<file path="config.mk">
export PLATFORM = sky130hd
export DESIGN_NAME = jwle_queue
export DESIGN_NICKNAME = d
export VERILOG_FILES = /design/src/rtl/core/johnson_walk_loop_erasure_stats_unit_defines.svh /design/src/rtl/core/jwle_pkg.sv /design/src/rtl/core/jwle_queue.sv
export SDC_FILE = /design/constraint.sdc
export NUM_CORES = 1
export LEC_CHECK = 0
export ABC_AREA = 0
export BUFFER_PORTS_ARGS = -buffer_cell sky130_fd_sc_hd__buf_2
export CAP_MARGIN = 20
export CORE_MARGIN = 5
export CORE_UTILIZATION = 56
export CTS_CLUSTER_DIAMETER = 100
export DETAILED_ROUTE_END_ITERATION = 10
export HOLD_SLACK_MARGIN = 0.15
export PLACE_DENSITY = 0.78
export SYNTH_ARGS = -nofsm -noshare
export SYNTH_HDL_FRONTEND = slang
export SYNTH_SLANG_ARGS = --single-unit
</file>
<file path="constraint.sdc">
create_clock -name clk -period 1.6 [get_ports clk]
set_input_delay 0.08 -clock clk [delete_from_list [all_inputs] [get_ports clk]]
set_output_delay 0.08 -clock clk [all_outputs]
set_load 0.005 [all_outputs]
</file>
<file path="src/rtl/core/johnson_walk_loop_erasure_stats_unit_defines.svh">
// Assertion macros shared by the walk statistics RTL.
// Needs clk and rst_n in the scope where a macro is used.
`ifndef JOHNSON_WALK_LOOP_ERASURE_STATS_UNIT_DEFINES_SVH
`define JOHNSON_WALK_LOOP_ERASURE_STATS_UNIT_DEFINES_SVH

// Condition a implies condition c in the same cycle.
`define JWLE_ASSERT_IMPLY(lbl, a, c, msg) \
  lbl: assert property (@(posedge clk) disable iff (!rst_n) (a) |-> (c)) else $error(msg);

// Condition a never holds.
`define JWLE_ASSERT_NEVER(lbl, a, msg) \
  lbl: assert property (@(posedge clk) disable iff (!rst_n) !(a)) else $error(msg);

`endif

</file>
<file path="src/rtl/core/jwle_pkg.sv">
// Shared types, constants and helpers for the walk statistics unit.
// No dependencies.
package jwle_pkg;

  localparam int unsigned VB_MAX     = 16;  // widest vertex the helpers take
  localparam int unsigned EPOCH_BITS = 4;   // walk tag kept in each vertex table word
  localparam int unsigned PDATA_W    = 32;

  // Register index, taken from paddr[2]
  localparam logic REG_DERIVE_UPPER = 1'b0;

  typedef struct packed {
    logic sweeping;
    logic idle;
  } jwle_stat_t;

  // Equal, or XOR has exactly two bits set
  function automatic logic jwle_adjacent(input logic [VB_MAX-1:0] a,
                                         input logic [VB_MAX-1:0] b);
    logic [VB_MAX-1:0] x;
    logic [4:0]        n;
    x = a ^ b;
    n = '0;
    for (int i = 0; i < VB_MAX; i++) begin
      n = n + 5'(x[i]);
    end
    return (x == '0) || (n == 5'd2);
  endfunction

endpackage

</file>
<file path="src/rtl/core/jwle_queue.sv">
// Four-entry queue between the front end and the table engine.
// Depends on jwle_pkg.
module jwle_queue #(
  parameter int unsigned W = 12
) (
  input  logic         clk,
  input  logic         rst_n,
  input  logic         push,
  input  logic [W-1:0] wdata,
  output logic         full,
  input  logic         pop,
  output logic [W-1:0] rdata,
  output logic         empty
);
  import jwle_pkg::*;

  localparam int unsigned DEPTH = 4;
  localparam int unsigned PW    = $clog2(DEPTH);

  logic [W-1:0]  q_mem_r [DEPTH];
  logic [PW-1:0] wr_ptr_r, wr_ptr_nxt;
  logic [PW-1:0] rd_ptr_r, rd_ptr_nxt;
  logic [PW:0]   cnt_r, cnt_nxt;

  assign full  = (cnt_r == (PW+1)'(DEPTH));
  assign empty = (cnt_r == '0);
  assign rdata = q_mem_r[rd_ptr_r];

  always_comb begin
    wr_ptr_nxt = push ? wr_ptr_r + PW'(1) : wr_ptr_r;
    rd_ptr_nxt = pop  ? rd_ptr_r + PW'(1) : rd_ptr_r;
    cnt_nxt    = cnt_r;
    if (push && !pop) begin
      cnt_nxt = cnt_r + (PW+1)'(1);
    end else if (pop && !push) begin
      cnt_nxt = cnt_r - (PW+1)'(1);
    end
  end

  always_ff @(posedge clk) begin
    if (!rst_n) begin
      wr_ptr_r <= '0;
      rd_ptr_r <= '0;
      cnt_r    <= '0;
    end else begin
      wr_ptr_r <= wr_ptr_nxt;
      rd_ptr_r <= rd_ptr_nxt;
      cnt_r    <= cnt_nxt;
    end
  end

  always_ff @(posedge clk) begin
    if (push) begin
      q_mem_r[wr_ptr_r] <= wdata;
    end
  end

endmodule

</file>
== Word-level counts from Yosys, hierarchy flattened ==
Memories as Yosys holds them, arrays and structs flattened. A register that Yosys moved wholly into a read port is not among the register bits.
Cells that the tools add are included.

* Add/subtract/negate cells: 4
* Equality and inequality tests: 1
* Reduce and logical (&&, ||, !) cells: 6
* Muxes and demuxes: 6

{| class="wikitable"
|+ Operators by type and width
! cell !! count
|-
| $mux 3 || 2
|-
| $add 2x1->2 const B || 2
|-
| $mux 2 || 2
|-
| $add 3x1->3 const B || 1
|-
| $eq 3x3->1 const B || 1
|-
| $logic_not 3->1 || 1
|-
| $sub 3x1->3 const B || 1
|-
| $logic_and 1x1->1 || 2
|-
| $logic_not 1->1 || 2
|-
| $mux 1 || 2
|-
| $reduce_bool 2->1 || 1
|}

* Logic and storage cells: 21
* Output and inout port bits: 14
* Input port bits: 16
* RAM bits: 48
* Memories: 1
* Register bits: 7

{| class="wikitable"
|+ Memories
! name !! words !! bits a word !! read ports !! clocked after memory_dff !! write ports !! RTL line !! RTL
|-
| q_mem_r || 4 || 12 || 1 || 1 || 1 || jwle_queue.sv:20 || <nowiki>logic [W-1:0] q_mem_r [DEPTH];</nowiki>
|}

== Logic depth before layout (Yosys ltp) ==
* Word-level depth: 4
* Mapped depth: 7

== Worst setup path after synthesis ==
Ideal clock, no wire load.

* Path kind: reg2reg
* Start: register cnt_r[0]
* End: register cnt_r[2]
* Cell stages (with the launch flop): 5
* Path buffers: 0
* Data required time: 1.524 ns
* Clock period less this slack: 1.429 ns
* Setup slack: 0.171 ns
* Arrival time: 1.353 ns
* Path through: dfxtp_1 > fa_1 > xor2_1 > or3_1 > a21boi_0

* Cells in the longest elaborated chain, start to end: 3
* Elaborated cells between the ends (all ways): 4
* Classes of those cells: add/sub (2); mux (2)

{| class="wikitable"
|+ Ends and longest elaborated chain
! element !! RTL line !! RTL
|-
| from (decl) || jwle_queue.sv:23 || <nowiki>logic [PW:0] cnt_r, cnt_nxt;</nowiki>
|-
| from (signal assigned) || jwle_queue.sv:48 || <nowiki>cnt_r <= cnt_nxt;</nowiki>
|-
| $sub 3x1->3 || jwle_queue.sv:36 || <nowiki>cnt_nxt = cnt_r - (PW+1)'(1);</nowiki>
|-
| $mux 3 || jwle_queue.sv:35 || <nowiki>end else if (pop && !push) begin</nowiki>
|-
| $mux 3 (*) || jwle_queue.sv:33 || <nowiki>if (push && !pop) begin</nowiki>
|}

Mark *: on every way between the ends. The rest lies on a longest branch, timed or not. The select of a mux whose other input is x is not followed.
A chain may end at the register's enable or synchronous reset.

==> results.sh <==
export IMPL_cp_max_fo=8
export IMPL_setup_viol=0
export IMPL_slew_viol_final=0
export IMPL_area_growth_pct=29.3
export IMPL_yosys_warnings=0
export IMPL_setup_ws_ns=0.0374
export IMPL_cts_tree="done"
export IMPL_yosysUniqueCellTypes=20
export IMPL_routed_wire_length_per_instance_um=16.7
export IMPL_finalCritPeriodShare_pct=97.7
export IMPL_hold_viol=0
export IMPL_place_congestion=0.658
export IMPL_critPathSlowestCell="mux4_2"
export IMPL_nets=184
export IMPL_cp_buffers_inverters=2
export IMPL_ys_ff_latch=57
export IMPL_fin_util_pct=75.9
export IMPL_grt_usage_pct=16.5
export IMPL_power_frac_comb_pct=9.9
export IMPL_core_sq_mm=0.00372
export IMPL_placed_cells=185
export IMPL_max_stage_delay_ns=0.50
export IMPL_ys_top_cells_by_area="edfxtp_1 66%, mux4_2 10%, dfxtp_1 8.3%, ha_1 2.9%, and2_1 2.6%"
export IMPL_synth_top_area_cell="edfxtp_1"
export IMPL_cp_top_family="multiplexers"
export IMPL_fin_skew_ns=0.00542
export IMPL_grt_max_degree=13
export IMPL_p_int_mw=3.10
export IMPL_leakage_nw=1.05
export IMPL_cp_required_ns=1.52
export IMPL_peakVddDrop_uv=957
export IMPL_p_sw_mw=0.740
export IMPL_start_util_pct=58.7
export IMPL_synth_top_area_share_pct=66.1
export IMPL_ant_nets=0
export IMPL_hold_slack_ns=0.181
export IMPL_place_ws_ns=0.0238
export IMPL_synthCells=105
export IMPL_first_global_vias=1182
export IMPL_rows=22
export IMPL_hpwl_mm=2.22
export IMPL_status="completed"
export IMPL_p_per_area_mw_per_mm2=1360
export IMPL_fillCellCount=231
export IMPL_end_kind="output pin"
export IMPL_diodes=0
export IMPL_cts_max_level=3
export IMPL_avgViaCountPerCell=5.10
export IMPL_dieWidth_um=72.4
export IMPL_crit_type="flip-flop to output pin"
export IMPL_drtIter0Drc=46
export IMPL_start_kind="flip-flop"
export IMPL_drive_above_1_share_pct=37.7
export IMPL_clk_pin_slew_worst_paths_ns=0.06
export IMPL_layout_min_cycle_time_ns=1.56
export IMPL_antenna_found_initial=0
export IMPL_clkPwrFrac_pct=44.7
export IMPL_tightest_slew_ns=0.651
export IMPL_max_cap_violations=0
export IMPL_seqPwrFrac_pct=45.4
export IMPL_async_flop_share_pct=0
export IMPL_cts_root_buf="clkbuf_8"
export IMPL_die_area_sq_mm=0.00524
export IMPL_num_io_pins=30
export IMPL_final_cells=215
export IMPL_vias=1097
export IMPL_max_clock_path_buffers=2
export IMPL_switching_share_pct=19.3
export IMPL_syn_nets=127
export IMPL_numCtsBuffers=9
export IMPL_grt_overflow_total=0
export IMPL_yosysMostFrequentCell="edfxtp_1"
export IMPL_ys_flop_type="edfxtp_1"
export IMPL_clock_sinks=57
export IMPL_synth_edff_count=48
export IMPL_avgSynthCellArea_sq_um=20.8
export IMPL_yosys_top_cells_count="48 x edfxtp_1, 10 x mux4_2, 9 x and2_1, 9 x dfxtp_1, 5 x ha_1"
export IMPL_fmax_mhz=640
export IMPL_cp_cell_sequence="buf_12 > mux4_2 > buf_2"
export IMPL_drt_total_wl_mm=3.60
export IMPL_rsz0062_at_grt="yes"
export IMPL_grt_pass1_wl_mm=6.01
export IMPL_post_route_drc_count=0
export IMPL_die_y_um=72.4
export IMPL_io_buffers=29
export IMPL_seq_area_frac_synth_pct=74.4
export IMPL_slew_headroom_pct=56.6
export IMPL_clk_latency_ns=0.33
export IMPL_cp_arrival_ns=1.48
export IMPL_hold_class="primary input to flip-flop"
export IMPL_drt_pass1_iter_count=4
export IMPL_synth_area_sq_mm=0.00218
## per-layer routing
layer	wire, um	track usage, %	vias to the layer above
met5	0	0	-
met4	41	6.76	0
met3	233	8.31	5
met2	1820	26.6	33
met1	1510	18.8	537
li1	-	-	522
## worst paths after layout
check                             start                        to  slack, ns  cells past startpoint
setup / recovery              flip-flop                  rdata[7]       0.04                      3
hold / removal                     push  wr_ptr_r[1]$_SDFFE_PN0P_       0.18                      4
setup reg to reg  cnt_r[0]$_SDFFE_PN0P_     cnt_r[2]$_SDFFE_PN0P_       0.04                      4
hold reg to reg   cnt_r[2]$_SDFFE_PN0P_     cnt_r[2]$_SDFFE_PN0P_       0.57                      2
## flip-flops by register name, summed over array words and instances, names as in the netlist, named ones only
signal,count
wr_ptr_r,2
rd_ptr_r,2
q_mem_r,48
cnt_r,3
## cells by family after synthesis
family                     synth area share [%]
muxes                                      13.7
DFF                                        74.4
adders and majority gates                  3.79
buffers and inverters                      1.43
xor gates and xnor gates                   2.01
AOI/OAI and AO/OA                         0.574
and+or+nand+nor                            4.19
## placed cells by master (no fill, tap or decap), types with 4 or more instances in the layout
master and n:
and2_1 8, dlygate4sd3_1 14, buf_2 29, mux4_2 12
edfxtp_1 48, bufinv_16 4, inv_1 4, ha_1 5
dfxtp_1 8, clkbuf_8 9
## layout make-up
type / instances / area (sq um) / area share [%]
Multi-Input combinational cell: 42 / 522 / 18.5
Clock inverter: 6 / 130 / 4.62
Sequential cell: 57 / 1630 / 57.7
Timing Repair Buffer: 48 / 339 / 12.0
Tap cell: 48 / 60.1 / 2.13
Inverter: 4 / 15.0 / 0.533
Clock buffer: 10 / 128 / 4.53
## metrics by stage
stage               instance area (sq um)  setup TNS, ns  total power [mW]
global placement                     2410              0              2.09
global route                         2820        -0.0904              4.01
floorplan                            2180              0              1.97
finish                               2820              0              3.84
detailed placement                   2410              0              2.11
CTS                                  2810        -0.0252              3.88
## worst register-to-register path: stages (launching register included)
cell and delay, ns:
dfxtp_1 0.35, fa_1 0.44, xor2_1 0.18, or3_1 0.31, a21boi_1 0.20
## power by group through the flow
stage / Combinational (mW) / Sequential, mW / Clock, mW
after global routing: 0.421 / 1.75 / 1.84
after detailed placement: 0.344 / 1.77 / 0
after floorplan: 0.207 / 1.76 / 0
after global placement: 0.331 / 1.76 / 0
after CTS: 0.382 / 1.74 / 1.76
final: 0.378 / 1.74 / 1.72
## timing repair
| item | 4_1_cts | 5_1_grt |
|---|---|---|
| gates cloned | 0 | 0 |
| setup endpoints to repair | 10 | 15 |
| resized for setup | 7 | 3 |
| hold buffers | 14 | 0 |
| hold endpoints to repair | 57 | 0 |
| buffers inserted | 0 | 0 |
| pin swaps | 0 | 0 |
(Power assumes the default switching activity.)
