--- config.mk ---
export PLATFORM = sky130hd
export DESIGN_NAME = jwle_front
export DESIGN_NICKNAME = d
export VERILOG_FILES = /design/src/rtl/core/johnson_walk_loop_erasure_stats_unit_defines.svh /design/src/rtl/core/jwle_pkg.sv /design/src/rtl/core/jwle_front.sv
export SDC_FILE = /design/constraint.sdc
export NUM_CORES = 1
export LEC_CHECK = 0
export ABC_AREA = 1
export BUFFER_PORTS_ARGS = -buffer_cell sky130_fd_sc_hd__buf_4
export CAP_MARGIN = 20
export CELL_PAD_IN_SITES_DETAIL_PLACEMENT = 1
export CELL_PAD_IN_SITES_GLOBAL_PLACEMENT = 2
export CORE_AREA = 2 2 49 51
export DETAILED_ROUTE_END_ITERATION = 12
export DIE_AREA = 0 0 51 53
export PLACE_DENSITY_LB_ADDON = 0.15
export SETUP_SLACK_MARGIN = 0.2
export SKIP_CTS_REPAIR_TIMING = 1
export SLEW_MARGIN = 20
export SYNTH_ARGS = -nofsm -noshare
export SYNTH_HDL_FRONTEND = slang
export SYNTH_SLANG_ARGS = --single-unit
--- constraint.sdc ---
create_clock -name clk -period 1.32 [get_ports clk]
set_input_delay 0.066 -clock clk [delete_from_list [all_inputs] [get_ports clk]]
set_output_delay 0.066 -clock clk [all_outputs]
set_load 0.03 [all_outputs]
--- src/rtl/core/johnson_walk_loop_erasure_stats_unit_defines.svh ---
// Assertion macros shared by the walk statistics RTL.
// Needs clk and rst_n in the scope where a macro is used.
`ifndef JOHNSON_WALK_LOOP_ERASURE_STATS_UNIT_DEFINES_SVH
`define JOHNSON_WALK_LOOP_ERASURE_STATS_UNIT_DEFINES_SVH

// Condition a implies condition c in the same cycle.
`define JWLE_ASSERT_IMPLY(lbl, a, c, msg) \
  lbl: assert property (@(posedge clk) disable iff (!rst_n) (a) |-> (c)) else $error(msg);

// Condition a never holds.
`define JWLE_ASSERT_NEVER(lbl, a, msg) \
  lbl: assert property (@(posedge clk) disable iff (!rst_n) !(a)) else $error(msg);

`endif

--- src/rtl/core/jwle_pkg.sv ---
// Shared types, constants and helpers for the walk statistics unit.
// No dependencies.
package jwle_pkg;

  localparam int unsigned VB_MAX     = 16;  // widest vertex the helpers take
  localparam int unsigned EPOCH_BITS = 4;   // walk tag kept in each vertex table word
  localparam int unsigned PDATA_W    = 32;

  // Register index, taken from paddr[2]
  localparam logic REG_DERIVE_UPPER = 1'b0;

  typedef struct packed {
    logic sweeping;
    logic idle;
  } jwle_stat_t;

  // Equal, or XOR has exactly two bits set
  function automatic logic jwle_adjacent(input logic [VB_MAX-1:0] a,
                                         input logic [VB_MAX-1:0] b);
    logic [VB_MAX-1:0] x;
    logic [4:0]        n;
    x = a ^ b;
    n = '0;
    for (int i = 0; i < VB_MAX; i++) begin
      n = n + 5'(x[i]);
    end
    return (x == '0) || (n == 5'd2);
  endfunction

endpackage

--- src/rtl/core/jwle_front.sv ---
// Front end: takes input transactions and forms the derived vertex.
// Depends on jwle_pkg; feeds jwle_queue.
module jwle_front #(
  parameter int unsigned VB = 10
) (
  input  logic          clk,
  input  logic          rst_n,
  input  logic          derive_upper,
  input  logic          hold,
  input  logic          in_valid,
  output logic          in_stall,
  input  logic [VB-1:0] in_vertex,
  input  logic          in_final_vertex,
  input  logic          q_full,
  output logic          q_push,
  output logic [VB+1:0] q_wdata
);
  import jwle_pkg::*;

  logic [VB-1:0] prev_r;
  logic          have_prev_r;
  logic          have_prev_nxt;
  logic [VB-1:0] derived;
  logic          acc;

  assign in_stall = q_full | hold;
  assign acc      = in_valid & ~in_stall;
  assign derived  = derive_upper ? (prev_r | in_vertex) : (prev_r & in_vertex);

  // entry: {has derived vertex, final, derived vertex}
  assign q_push  = acc;
  assign q_wdata = {have_prev_r, in_final_vertex, derived};

  always_comb begin
    have_prev_nxt = have_prev_r;
    if (acc) begin
      have_prev_nxt = ~in_final_vertex;
    end
  end

  always_ff @(posedge clk) begin
    if (!rst_n) begin
      have_prev_r <= 1'b0;
    end else begin
      have_prev_r <= have_prev_nxt;
    end
  end

  always_ff @(posedge clk) begin
    if (acc) begin
      prev_r <= in_vertex;
    end
  end

endmodule

[Yosys cells after proc, flatten, opt, wreduce, memory -nomap -nowiden]
Cells that the tools add are included.
Word-level totals
  output and inout port bits: 14
  logic and storage cells: 9
  bits in registers: 11
  bits of input ports: 17
Operators by class
  bitwise operators: 6
  mux-type cells: 1
Operator list (number)
  bitwise AND 10 bit: 1
  2-to-1 mux 10 bit: 1
  bitwise OR 10 bit: 1
  NOT 1 bit: 2
  bitwise AND 1 bit: 1
  bitwise OR 1 bit: 1

[Longest topological paths before layout]
Gate-level depths: netlist of run 1.
  word-level depth: 3
  depth in mapped cells: 4
  depth with buffers taken out: 4

[Least setup slack after synthesis of run 1]
No wires, ideal clock.
  kind: input to register
  from: in hold
  to: reg prev_r[0] (enable)
  arrival time: 1.244 ns
  library setup time: 0.394 ns
  buffers on the path: 0
  required time: 0.926 ns
  path slack: -0.319 ns
  stages on the path: 3
  cells stage by stage: nor2_1 -> inv_1 -> nor2_1
On the way
  longest elaborated chain between the ends: 3
RTL lines
  start, declared: line jwle_front.sv:9  | input logic hold,
  bitwise OR 1 bit: line jwle_front.sv:26  | assign in_stall = q_full | hold;
  via in_stall: line jwle_front.sv:11  | output logic in_stall,
  NOT 1 bit: line jwle_front.sv:27  | assign acc = in_valid & ~in_stall;
  bitwise AND 1 bit: line jwle_front.sv:27
  via q_push: line jwle_front.sv:15  | output logic q_push,
  end signal, assigned: line jwle_front.sv:51  | prev_r <= in_vertex;
  end, declared: line jwle_front.sv:20  | logic [VB-1:0] prev_r;
The timed path passes the listed nets, and every way through them passes these cells.
A chain may end at the register's enable or synchronous reset.

[Final worst setup path of run 1]
  from: reg prev_r[6]
  to: out q_wdata[6]
On the way
  longest elaborated chain between the ends: 2
  elaborated cells on any way between the ends: 3
  those cells by class: mux (1); bitwise (2)
RTL lines
  bitwise AND 10 bit / bitwise OR 10 bit (equally long branches): line jwle_front.sv:28  | assign derived = derive_upper ? (prev_r | in_vertex) : (prev_r & in_vertex);
  2-to-1 mux 10 bit *: line jwle_front.sv:28
  end, declared: line jwle_front.sv:16  | output logic [VB+1:0] q_wdata
Every way passes the cells marked *; elsewhere a longest branch is shown, timed or not.

==> results, run 1 <==
- The cell count after placement is 87.
- The max-slew headroom at the worst pin is 79.35%.
- The total via count after detailed routing is ~400.
- In this run, CTS created clock tree buffers numbering 3.
- The number of I/O port buffers is 30.
- Once detail routing completed, the nets flagged for antenna violations numbered 0.
- After clock tree synthesis, the clock-pin slew on the worst setup and hold paths is approximately 0.070 ns.
- The count of antenna diodes in the layout is 0.
- Yosys printed 0 warnings.
- The final wirelength is roughly 1000 um.
- In the synthesized netlist, mux cells make up 0% of the area.
- The final-report setup violation count is 0.
- The effective utilization at floorplan is 22.89%.
- The area overhead of the layout relative to synthesis is 82.44%.
- The area of the placeable core is 0.002148 sq mm.
- In this run the power density over the cells is ~950 mW/mm^2.
- Setup repair after global routing could not meet its margin everywhere.
- The reported max-cap violation count is 0.
- The die is between 50 and 60 um wide.
- The tree is rooted in a sky130_fd_sc_hd__clkbuf_4.
- The synthesized design contains 11 register bits.
- The design draws approximately 850 uW.
- The gate count of the mapped netlist is 32.
- STA classifies the critical path endpoint as a primary output.
- The first routing iteration left 5 violations.
- The per-instance average area after synthesis is between 15 and 20 sq um.
- For the pin with the worst max-slew slack, the measured transition is roughly 0.3 ns.
- The number of nets in the synthesized netlist is 49.
- The floorplan die area is between 0.002 and 0.003 sq mm.
- The leakage component of the power is 0.0003647 uW.
- Of the total synthesized cell area, the portion taken by AND, OR, NAND and NOR gates is 4.071%.
- CTS built an H-tree with a depth of 1.
- The worst hold-check slack is around 0.028 ns.
- The largest net degree at the start of global routing is 12.
- In this run the deepest clock path goes through 2 buffers.
- The wire length of the first global-routing pass is between 1500 and 2000 um.
- The clock network latency to the later pin of the worst-skew pair is between 0.2 and 0.3 ns.
- The placement row count is 17.
- Along the worst hold path, the cell count comes to 3.
- The final period demand of the worst path is between 1 and 1.5 ns.
- The first-pass detailed-route iteration total is 4.
- The synthesized netlist devotes under 10% of its cell area to compound gates.
- Derived from the worst setup path, the maximum achievable clock frequency is approximately 870 MHz.
- The number of antenna violations at the first check in global routing is 0.
- The sequential area share after synthesis is between 60% and 70%.
- After synthesis, the largest family of logic cells by area is adder cells.
- The fill cell instance count of the final layout is 244.
- Summing the areas of all xor and xnor instances in the mapped netlist gives 0% of the synthesized area.
- The worst reg-to-reg path cell count is 2.
- The maximum net fanout on the critical path is 1.
- The part of the cycle the worst path needs is between 80% and 90%.
- The overall global routing resource usage is under 10%.
- Data on the critical path arrives at its endpoint at approximately 1.1 ns.
- The number of global-route vias before repair came to between 300 and 400.
- The number of distinct library cell variants in the gate-level netlist after synthesis is 10.
- The total standard cell area after synthesis is slightly below 500 sq um.
- The area share of fa/ha/maj cells after synthesis is ~23%.
- The sum of negative setup slack is 0 ns.
- The die is roughly 53 um tall.
- Once layout is complete, the cells apart from fillers number about 100.
- In this run the worst hold path is classified as primary input to flop.
- The run finished with clean final reports.
- The number of top-level pins is 31.
- The post-route DRC violation count is 0.
- After global routing the overflow that remains totals 0.
- The nature of the critical path startpoint is a flop.
- The peak supply drop is approximately 500 uV.
- After detailed routing, the number of vias per cell comes to between 3 and 4.
- The global placement routability congestion is slightly above 0.6.
- The critical path in this run is classified as flop to primary output.
- The number of clock sinks is 11.
- The ratio of cells with drive above 1 in the final layout is between 60% and 70%.
- For the worst setup path, the data required time is between 1 and 1.5 ns.
- Dividing the detail-routed wire length by the instance count gives between 10 and 15 um.
- At the end of the flow, the number of nets in the layout was a little over 90.
- The number of hold violations in the final report came to 0.
- The number of max-slew violations in the final report came to 0.
- The clock arrives with 0 ns of skew.
- The clock tree from TritonCTS is done.
path summary, 6_finish.rpt:
path                                          startpoint                  endpoint  slack (ns)
worst max-delay path                 prev_r[6]$_DFFE_PP_                q_wdata[6]        0.17
worst min-delay path                               rst_n  have_prev_r$_SDFFE_PN0P_        0.03
worst max register to register  have_prev_r$_SDFFE_PN0P_  have_prev_r$_SDFFE_PN0P_        0.73
worst min register to register  have_prev_r$_SDFFE_PN0P_  have_prev_r$_SDFFE_PN0P_        0.50
per-stage QoR:
stage	instance area, sq um	utilization (%)	setup slack (ns)
after global routing	897.1	41.76	0.1090
after detailed placement	733.2	34.13	0.2212
after floorplan	499.2	-	0.2302
final	897.1	41.76	0.1652
after CTS	759.5	35.35	0.1165
after global placement	733.2	34.13	0.2643
per-layer routing:
| metal | global-route usage (%) | share of wire [%] | routed length (um) |
|---|---|---|---|
| met5 | 0 | 0 | 0 |
| met4 | 2.703 | 0 | 0 |
| met3 | 2.542 | 6.0 | 63 |
| met2 | 15.58 | 56 | 589 |
| met1 | 8.581 | 37 | 391 |
cells in the final DEF (no fill, tap or decap), drive strengths merged:
master | Yosys | layout
nand2 | 1 | 1
inv | 2 | 2
a21oi | 1 | 1
dfxtp | 1 | 1
edfxtp | 10 | 10
dlygate4sd3 | 0 | 10
nand3 | 1 | 1
buf | 3 | 30
maj3 | 10 | 10
nor2 | 3 | 3
clkbuf | 0 | 4
layout make-up:
cell class                 count  area [sq um]  share of cell area (%)
tap                           28         35.03                   3.905
multi-input combinational     16         145.1                   16.18
inverter                       2         7.507                  0.8368
sequential                    11         320.3                   35.70
timing repair buffer          40         362.8                   40.45
clock buffer                   4         26.28                   2.929
cell families (layout without fill, tap and decap cells):
| family | after synthesis | in the layout |
|---|---|---|
| AOI/OAI and AO/OA | 1 | 1 |
| buffers and inverters | 5 | 46 |
| adders and majority gates | 10 | 10 |
| and+or+nand+nor | 5 | 5 |
| DFF | 11 | 11 |
critical path, cell delays in order (launching register included):
cell and delay, ns:
sky130_fd_sc_hd__edfxtp_1 0.38, sky130_fd_sc_hd__maj3_2 0.31, sky130_fd_sc_hd__buf_6 0.14
synth_stat cells:
library cell	n	area [sq um]
sky130_fd_sc_hd__edfxtp_1	10	300.3
sky130_fd_sc_hd__maj3_2	10	112.6
sky130_fd_sc_hd__nor2_1	3	11.26
sky130_fd_sc_hd__buf_4	2	15.01
sky130_fd_sc_hd__inv_1	2	7.510
sky130_fd_sc_hd__a21oi_1	1	5.000
sky130_fd_sc_hd__buf_6	1	11.26
sky130_fd_sc_hd__dfxtp_1	1	20.02
sky130_fd_sc_hd__nand2_1	1	3.750
sky130_fd_sc_hd__nand3_1	1	5.000
registers in the layout, indices dropped and copies added, names as in the netlist:
register     flops
prev_r          10
have_prev_r      1
power by group:
group          internal (uW)  switching, uW  total, uW
registers                398           5.59        403
logic                    122            111        234
clock network            117            101        217
total                    637            217        854
Note: power is estimated with default switching activity, not from simulation.
==> inputs of run 2 (changes only) <==
--- a/config.mk
+++ b/config.mk
@@ -10,9 +10,9 @@
 export CAP_MARGIN = 20
 export CELL_PAD_IN_SITES_DETAIL_PLACEMENT = 1
 export CELL_PAD_IN_SITES_GLOBAL_PLACEMENT = 2
-export CORE_AREA = 2 2 49 51
+export CORE_AREA = 2 2 48 50
 export DETAILED_ROUTE_END_ITERATION = 12
-export DIE_AREA = 0 0 51 53
+export DIE_AREA = 0 0 50 52
 export PLACE_DENSITY_LB_ADDON = 0.15
 export SETUP_SLACK_MARGIN = 0.2
 export SKIP_CTS_REPAIR_TIMING = 1
@@ -20,3 +20,4 @@
 export SYNTH_ARGS = -nofsm -noshare
 export SYNTH_HDL_FRONTEND = slang
 export SYNTH_SLANG_ARGS = --single-unit
+export TNS_END_PERCENT = 5
==> constraint.sdc (replaced) <==
create_clock -name clk -period 1.35 [get_ports clk]
set_input_delay 0.0675 -clock clk [delete_from_list [all_inputs] [get_ports clk]]
set_output_delay 0.0675 -clock clk [all_outputs]
set_load 0.03 [all_outputs]
==> run 2 against run 1 <==
  * Die area decreased by 3.8%
  * Wire length increased by 14%
  * Global-route usage increased by 1.0 points
  * Clock power increased by 4%
  * Final area unchanged
  * Via count decreased by 0.50%
  * Clock skew unchanged
  * Count of clock-buffer cells in the layout unchanged
  * Combinational power decreased by 2%
  * Sequential share of layout area unchanged
  * Core utilization increased by 0.84 points
  * Critical endpoint is now q_wdata[8]
==> results, run 2 (synthesis gave the netlist of run 1 again) <==
- The flow ran to the end, and the final reports show no timing, DRC or antenna violations.
- Across the routed clock network, the largest skew measured is 0 ns.
- Once detail routing completed, the nets flagged for antenna violations numbered 0.
- The number of top-level pins is 31.
- Counting I/O delays and the setup requirement, the final critical path takes about 1.2 ns.
- TritonCTS built the clock tree.
- Port buffering added 30 buffers.
- Summing all non-filler instances in the final layout gives an area of roughly 900 sq um.
- The floorplan die area is ~0.0026 sq mm.
- The nature of the critical path startpoint is a flop.
- The reported max-cap violation count is 0.
- The design draws ~850 uW.
- The slowest stage of the critical path is the sky130_fd_sc_hd__edfxtp_1 cell.
- The critical path launch point is prev_r[8]$_DFFE_PP_.
- The peak supply drop is about 450 uV.
- The DRC marker count from the first detailed-route iteration is 4.
- The flip-flop count of the largest register, all copies and words added is 10.
- In the final layout, the registers with the most flip-flops are prev_r: 10 flops, have_prev_r: 1 flops.
- After clock tree synthesis, the clock-pin slew on the worst setup and hold paths is 0.07 ns.
- Dividing the detail-routed via count by the number of cells gives about 4.0.
- The ratio of cells with drive above 1 in the final layout is between 60% and 70%.
- The register with the most flip-flops is prev_r.
- The count of antenna diodes in the layout is 0.
- The effective utilization at floorplan is about a quarter.
- STA classifies the critical path endpoint as a primary output.
- The most frequent standard cell in the layout excluding fill and tap cells is sky130_fd_sc_hd__buf_4.
- Measured along the y axis, the die boundary spans about 52 um.
- For this run, the slowest stage of the critical path takes between 0.3 and 0.4 ns.
- Static timing analysis puts the maximum clock frequency at 853.6 MHz.
- The root buffer cell chosen for the clock tree is sky130_fd_sc_hd__clkbuf_4.
- The die is around 50 um wide.
- The wire length of the first global-routing pass is roughly 1800 um.
- In this run the cell area measured after placement is between 700 and 800 sq um.
- No sink is reached through more buffers than the 2 on the longest clock path.
- In the layout the commonest cells are sky130_fd_sc_hd__buf_4 (20), sky130_fd_sc_hd__maj3_2 (10), sky130_fd_sc_hd__dlygate4sd3_1 (10), sky130_fd_sc_hd__buf_6 (10), sky130_fd_sc_hd__edfxtp_1 (10).
- The clock reaches the later pin of the worst-skew pair after roughly 0.26 ns.
- The final critical path takes up 86.78% of the cycle.
- The origin of the worst min-delay path is rst_n.
- In this run the power density over the cells is between 900 and 1000 mW/mm^2.
- The placement row count is 17.
- The number of hold violations in the final report is 0.
- The routed wire length per instance is ~12 um.
- The critical path goes through maj3_2 -> buf_6.
- The number of clock sinks is 11.
- The overall global routing resource usage is 9.259%.
- In this run the number of H-tree levels came out at 1.
- For the worst setup path, the data required time is between 1 and 1.5 ns.
- The number of antenna violations at the first check in global routing is 0.
- The total via count after detailed routing is 401.
- The final-report setup violation count is 0.
- The pin slew with the least headroom to its limit is approximately 0.31 ns.
- The post-route DRC violation count is 0.
- The layout net count is 91.
- Adding up every negative setup slack in the final design gives 0 ns.
- The number of global-route vias before repair is approximately 400.
- From synthesis to final layout, the design area changed by 82.44%.
- Of all nets on the critical path, the largest fanout is 1.
- Grouping stages by cell kind, the critical path spends the most delay in flip-flops.
- The startpoint identified for the worst register-to-register timing path is have_prev_r$_SDFFE_PN0P_.
- The global placement routability congestion is between 0.6 and 0.7.
- For this run, the detailed router's first-pass iteration total came to 2.
- The number of max-slew violations in the final report came to 0.
- The total area inside the core boundary comes to 0.002106 sq mm.
- Entering global routing, the biggest net connects 12 pins.
- The worst hold path belongs to the class primary input to flop.
- By startpoint and endpoint, the worst setup path is classified as flop to primary output.
- The total CTS buffers is 3.
- At the worst endpoint, the arrival time is around 1.1 ns.
- The total congestion overflow is 0.
- Setup repair after global routing could not meet its margin everywhere.
- In this run the static leakage power is around 0.00037 uW.
- The layout has around 230 filler cells.
- Counting both buffers and inverters, the worst setup path holds a total of 1.
- The max-slew headroom at the worst pin is about 79%.
- The final wirelength is approximately 1200 um.
run 2: cell types whose count changed in the layout (fill, tap and decap cells not counted):
cell / before / now
sky130_fd_sc_hd__inv_1: 1 / 2
sky130_fd_sc_hd__inv_2: 1 / 0
run 2: per-stage QoR:
stage	utilization, %	worst slack, ns	cells	hold WS [ns]
floorplan	-	0.2240	32	0.1664
global placement	34.82	0.3152	87	0.2593
detailed placement	34.82	0.2437	87	0.2600
CTS	36.07	0.1378	91	-0.02043
global route	42.60	0.1362	101	0.02863
finish	42.60	0.1785	101	0.02941
run 2: cell type report:
type / count / area, sq um / share of cell area, %
Clock buffer: 4 / 26.28 / 2.929
Sequential cell: 11 / 320.3 / 35.70
Timing Repair Buffer: 40 / 362.8 / 40.45
Inverter: 2 / 7.507 / 0.8368
Tap cell: 28 / 35.03 / 3.905
Multi-Input combinational cell: 16 / 145.1 / 16.18
run 2: final timing paths:
kind / to / slack, ns / cells after the start
worst max-delay path: q_wdata[8] / 0.18 / 2
worst min-delay path: have_prev_r$_SDFFE_PN0P_ / 0.03 / 3
worst max register to register: have_prev_r$_SDFFE_PN0P_ / 0.76 / 2
worst min register to register: have_prev_r$_SDFFE_PN0P_ / 0.51 / 2
run 2: routing by layer:
| layer | GRT usage [%] | part of all wire, % |
|---|---|---|
| met1 | 10.39 | 41 |
| met2 | 17.32 | 53 |
| met3 | 1.149 | 6.1 |
| met4 | 4.167 | 0 |
| met5 | 0 | 0 |
run 2: worst reg2reg max path: stages (launching register included):
cell                      delay [ns]
sky130_fd_sc_hd__dfxtp_1        0.32
sky130_fd_sc_hd__a21oi_1        0.11
sky130_fd_sc_hd__nor2_1         0.06
run 2: report_power, final:
group          leakage (uW)  internal [uW]  switching (uW)  total (uW)
registers          0.000100            389            5.60         394
clock network     0.0000150            114             112         226
logic              0.000250            119             109         229
total              0.000365            622             227         849
==> inputs of run 3 (changes only) <==
--- a/config.mk
+++ b/config.mk
@@ -5,14 +5,13 @@
 export SDC_FILE = /design/constraint.sdc
 export NUM_CORES = 1
 export LEC_CHECK = 0
-export ABC_AREA = 1
 export BUFFER_PORTS_ARGS = -buffer_cell sky130_fd_sc_hd__buf_4
 export CAP_MARGIN = 20
 export CELL_PAD_IN_SITES_DETAIL_PLACEMENT = 1
 export CELL_PAD_IN_SITES_GLOBAL_PLACEMENT = 2
-export CORE_AREA = 2 2 48 50
+export CORE_AREA = 2 2 47 49
 export DETAILED_ROUTE_END_ITERATION = 12
-export DIE_AREA = 0 0 50 52
+export DIE_AREA = 0 0 49 51
 export PLACE_DENSITY_LB_ADDON = 0.15
 export SETUP_SLACK_MARGIN = 0.2
 export SKIP_CTS_REPAIR_TIMING = 1
==> run 3 against run 2 <==
  * Area after synthesis rose by 2.5%
  * Global-route usage fell by 0.13 points
  * Clock skew did not move
  * Die area fell by 3.9%
  * Clock power fell by 2%
  * Register-to-register slack improved by 0.03 ns
  * Combinational power fell by 3%
  * Sequential share of layout area fell by 0.25 points
  * Synthesized cell count fell by 9.4%
  * Maximum frequency fell by 1.3%
  * Largest cell class unchanged
==> results, run 3 <==
- The peak supply drop is between 300 and 400 uV.
- The routed wire length per instance is between 10 and 15 um.
- The total area inside the core boundary comes to 0.002063 sq mm.
- The total congestion overflow is 0.
- The type of the setup path with the least slack is flop to primary output.
- The synthesized design contains 11 register bits.
- The floorplan has 17 rows.
- The area overhead of the layout relative to synthesis is 79.16%.
- The clock drives 11 sinks.
- The clock network latency to the later pin of the worst-skew pair is about 0.26 ns.
- When the netlist entered floorplanning its net count stood at 46.
- In this run the biggest area consumer among cell types represents 59.55% of the synthesized area.
- Input and output buffers added on the ports amount to 30.
- The path class of the tightest hold or removal check is primary input to flop.
- For this design the static power due to leakage is around 0.00037 uW.
- The effective utilization at floorplan is approximately a quarter.
- The first global-routing pass estimated 1635 um of wire.
- The average instance in the mapped netlist occupies between 15 and 20 sq um.
- The filler-free cell count of the finished design is 100.
- Setup repair after global routing could not meet its margin everywhere.
- The timing-limited maximum frequency is between 800 and 900 MHz.
- Setup violations remaining at the end of the flow were counted as 0.
- In the synthesized netlist the dominant register cell turns out to be sky130_fd_sc_hd__edfxtp_1.
- By area the synthesized netlist is led by sky130_fd_sc_hd__edfxtp_1 (60%), sky130_fd_sc_hd__maj3_2 (22%), sky130_fd_sc_hd__dfxtp_1 (4.0%), sky130_fd_sc_hd__nor3b_4 (3.7%), sky130_fd_sc_hd__buf_4 (3.0%).
- The number of global-route vias before repair was roughly 390.
- For the worst setup path, the data arrival time is between 1 and 1.5 ns.
- The number of placed instances, taps included, is between 80 and 90.
- Synthesis handed over a netlist of 29 instances.
- The floorplan step defined a die boundary enclosing ~0.0025 sq mm.
- The number of max-slew violations in the final report came to 0.
- The number of antenna diodes in the final layout is 0.
- The biggest area contributor in the post-synthesis netlist is sky130_fd_sc_hd__edfxtp_1.
- Measured on the finished design, the core utilization comes to 43.78%.
- The half-perimeter wire length after placement is around 800 um.
- The number of antenna violations at the first check in global routing is 0.
- The number of distinct library cell variants in the gate-level netlist after synthesis is 10.
- After routing the design area is around 900 sq um.
- The top cell types in the final layout, fill and taps aside, are sky130_fd_sc_hd__buf_4 (26), sky130_fd_sc_hd__maj3_2 (10), sky130_fd_sc_hd__dlygate4sd3_1 (10), sky130_fd_sc_hd__edfxtp_1 (10), sky130_fd_sc_hd__buf_6 (6).
- The maximum buffer depth of the clock tree is 2.
- The final critical path takes up 87.93% of the cycle.
- The total CTS buffers is 3.
- The number of cells on the worst reg-to-reg path is 2.
- TritonCTS built the clock tree.
- Once detail routing completed, the nets flagged for antenna violations numbered 0.
- The library cell used most frequently in the layout, excluding fill and tap cells, is sky130_fd_sc_hd__buf_4.
- The floorplan die width is about 49 um.
- The global placement routability congestion is 0.5729.
- The flow ran to the end, and the final reports show no timing, DRC or antenna violations.
- The CTS H-tree depth is 1.
- The cell sitting at the root of the clock tree is a sky130_fd_sc_hd__clkbuf_4.
- The sequential area share after synthesis is a little under two thirds.
- The depth of the worst hold-timing path is 3.
- The sum of negative setup slack is 0 ns.
- The total via count after detailed routing is ~400.
- The warning count from the yosys run is 0.
- The DRC marker count from the first detailed-route iteration is 9.
- After detailed routing, the number of vias per cell comes to 4.010.
- The overall global routing resource usage is under 10%.
- The ratio of cells with drive above 1 in the final layout is between 60% and 70%.
- The first-pass detailed-route iteration total is 2.
- At the worst endpoint, the required time is ~1.3 ns.
- The power per cell area is just over 900 mW/mm^2.
- The CTS clock-pin slew for the worst setup and hold paths is 0.08 ns.
- The mapped netlist covers a little over 500 sq um.
- For the finished layout, the period the worst path requires is roughly 1.2 ns.
- From bottom edge to top edge, the die measures just over 50 um.
- Clock skew on the completed layout was measured at 0 ns.
- The largest registers in the layout are prev_r: 10 flops, have_prev_r: 1 flops.
- After detailed routing, the number of remaining DRC violations is 0.
- Max-cap violations in this run came to 0.
- STA classifies the critical path startpoint as a flop.
- The max-slew headroom at the worst pin is 89.72%.
- The proportion of synthesized flip-flops having asynchronous set or reset is 0%.
- Pin placement for this block handled 31 I/O pins.
- The cell area after placement is between 700 and 800 sq um.
- STA classifies the critical path endpoint as a primary output.
- The worst hold-check slack is 0.07461 ns.
- The maximum net fanout on the critical path is 1.
- The net count of the finished layout is 90.
- The number of hold violations in the final report is 0.
- The final wirelength is around 1100 um.
- The flip-flop count of the largest register, all copies and words added is 10.
- The register with the most flip-flops is prev_r.
- By count the netlist is led by sky130_fd_sc_hd__edfxtp_1 (10), sky130_fd_sc_hd__maj3_2 (10), sky130_fd_sc_hd__buf_4 (2).
- The largest net degree at the start of global routing is 11.
- For the pin with the worst max-slew slack, the measured transition is approximately 0.15 ns.
- The number of synthesized flops with an enable pin is 10.
## run 3: path summary, 6_finish.rpt
check | start | to | slack (ns)
hold reg to reg | have_prev_r$_SDFFE_PN0P_ | have_prev_r$_SDFFE_PN0P_ | 0.46
setup / recovery | prev_r[0]$_DFFE_PP_ | q_wdata[0] | 0.16
hold / removal | rst_n | have_prev_r$_SDFFE_PN0P_ | 0.07
setup reg to reg | have_prev_r$_SDFFE_PN0P_ | have_prev_r$_SDFFE_PN0P_ | 0.79
## run 3: worst max-delay path, cell delays in order, from the launching register on
cell and delay (ns):
sky130_fd_sc_hd__edfxtp_1 0.38, sky130_fd_sc_hd__maj3_2 0.31, sky130_fd_sc_hd__buf_4 0.17
## run 3: through the flow
| step | setup slack [ns] | power, uW |
|---|---|---|
| CTS | 0.1161 | 826.2 |
| global route | 0.1035 | 891.8 |
| finish | 0.1629 | 837.2 |
| floorplan | 0.2830 | 506.1 |
| detailed placement | 0.4386 | 593.4 |
| global placement | 0.4364 | 590.9 |
## run 3: cells by family (layout without fill, tap and decap cells)
family,after synthesis,in the layout,share of synthesized area [%]
DFF,11,11,63.52
adders and majority gates,10,10,22.33
and+or+nand+nor,4,4,6.949
buffers and inverters,3,46,5.210
muxes,1,1,1.985
## run 3: report_power, final
group,internal (uW),switching (uW)
logic,118,104
registers,388,5.36
clock network,109,113
## run 3: area by class of cell
| type | instances | area, sq um |
|---|---|---|
| Clock buffer | 3 | 22.52 |
| Clock inverter | 1 | 5.005 |
| Fill cell | 241 | 1160 |
| Multi-Input combinational cell | 15 | 157.7 |
| Sequential cell | 11 | 320.3 |
| Tap cell | 28 | 35.03 |
| Timing Repair Buffer | 42 | 362.8 |
## run 3: layer usage
metal  vias up  routed length [um]  global-route usage (%)
met4         0                   0                   5.714
met5         -                   0                       0
met1       188                 423                   11.17
met2        19                 580                   13.93
met3         0                  79                   2.924
li1        194                   -                       -
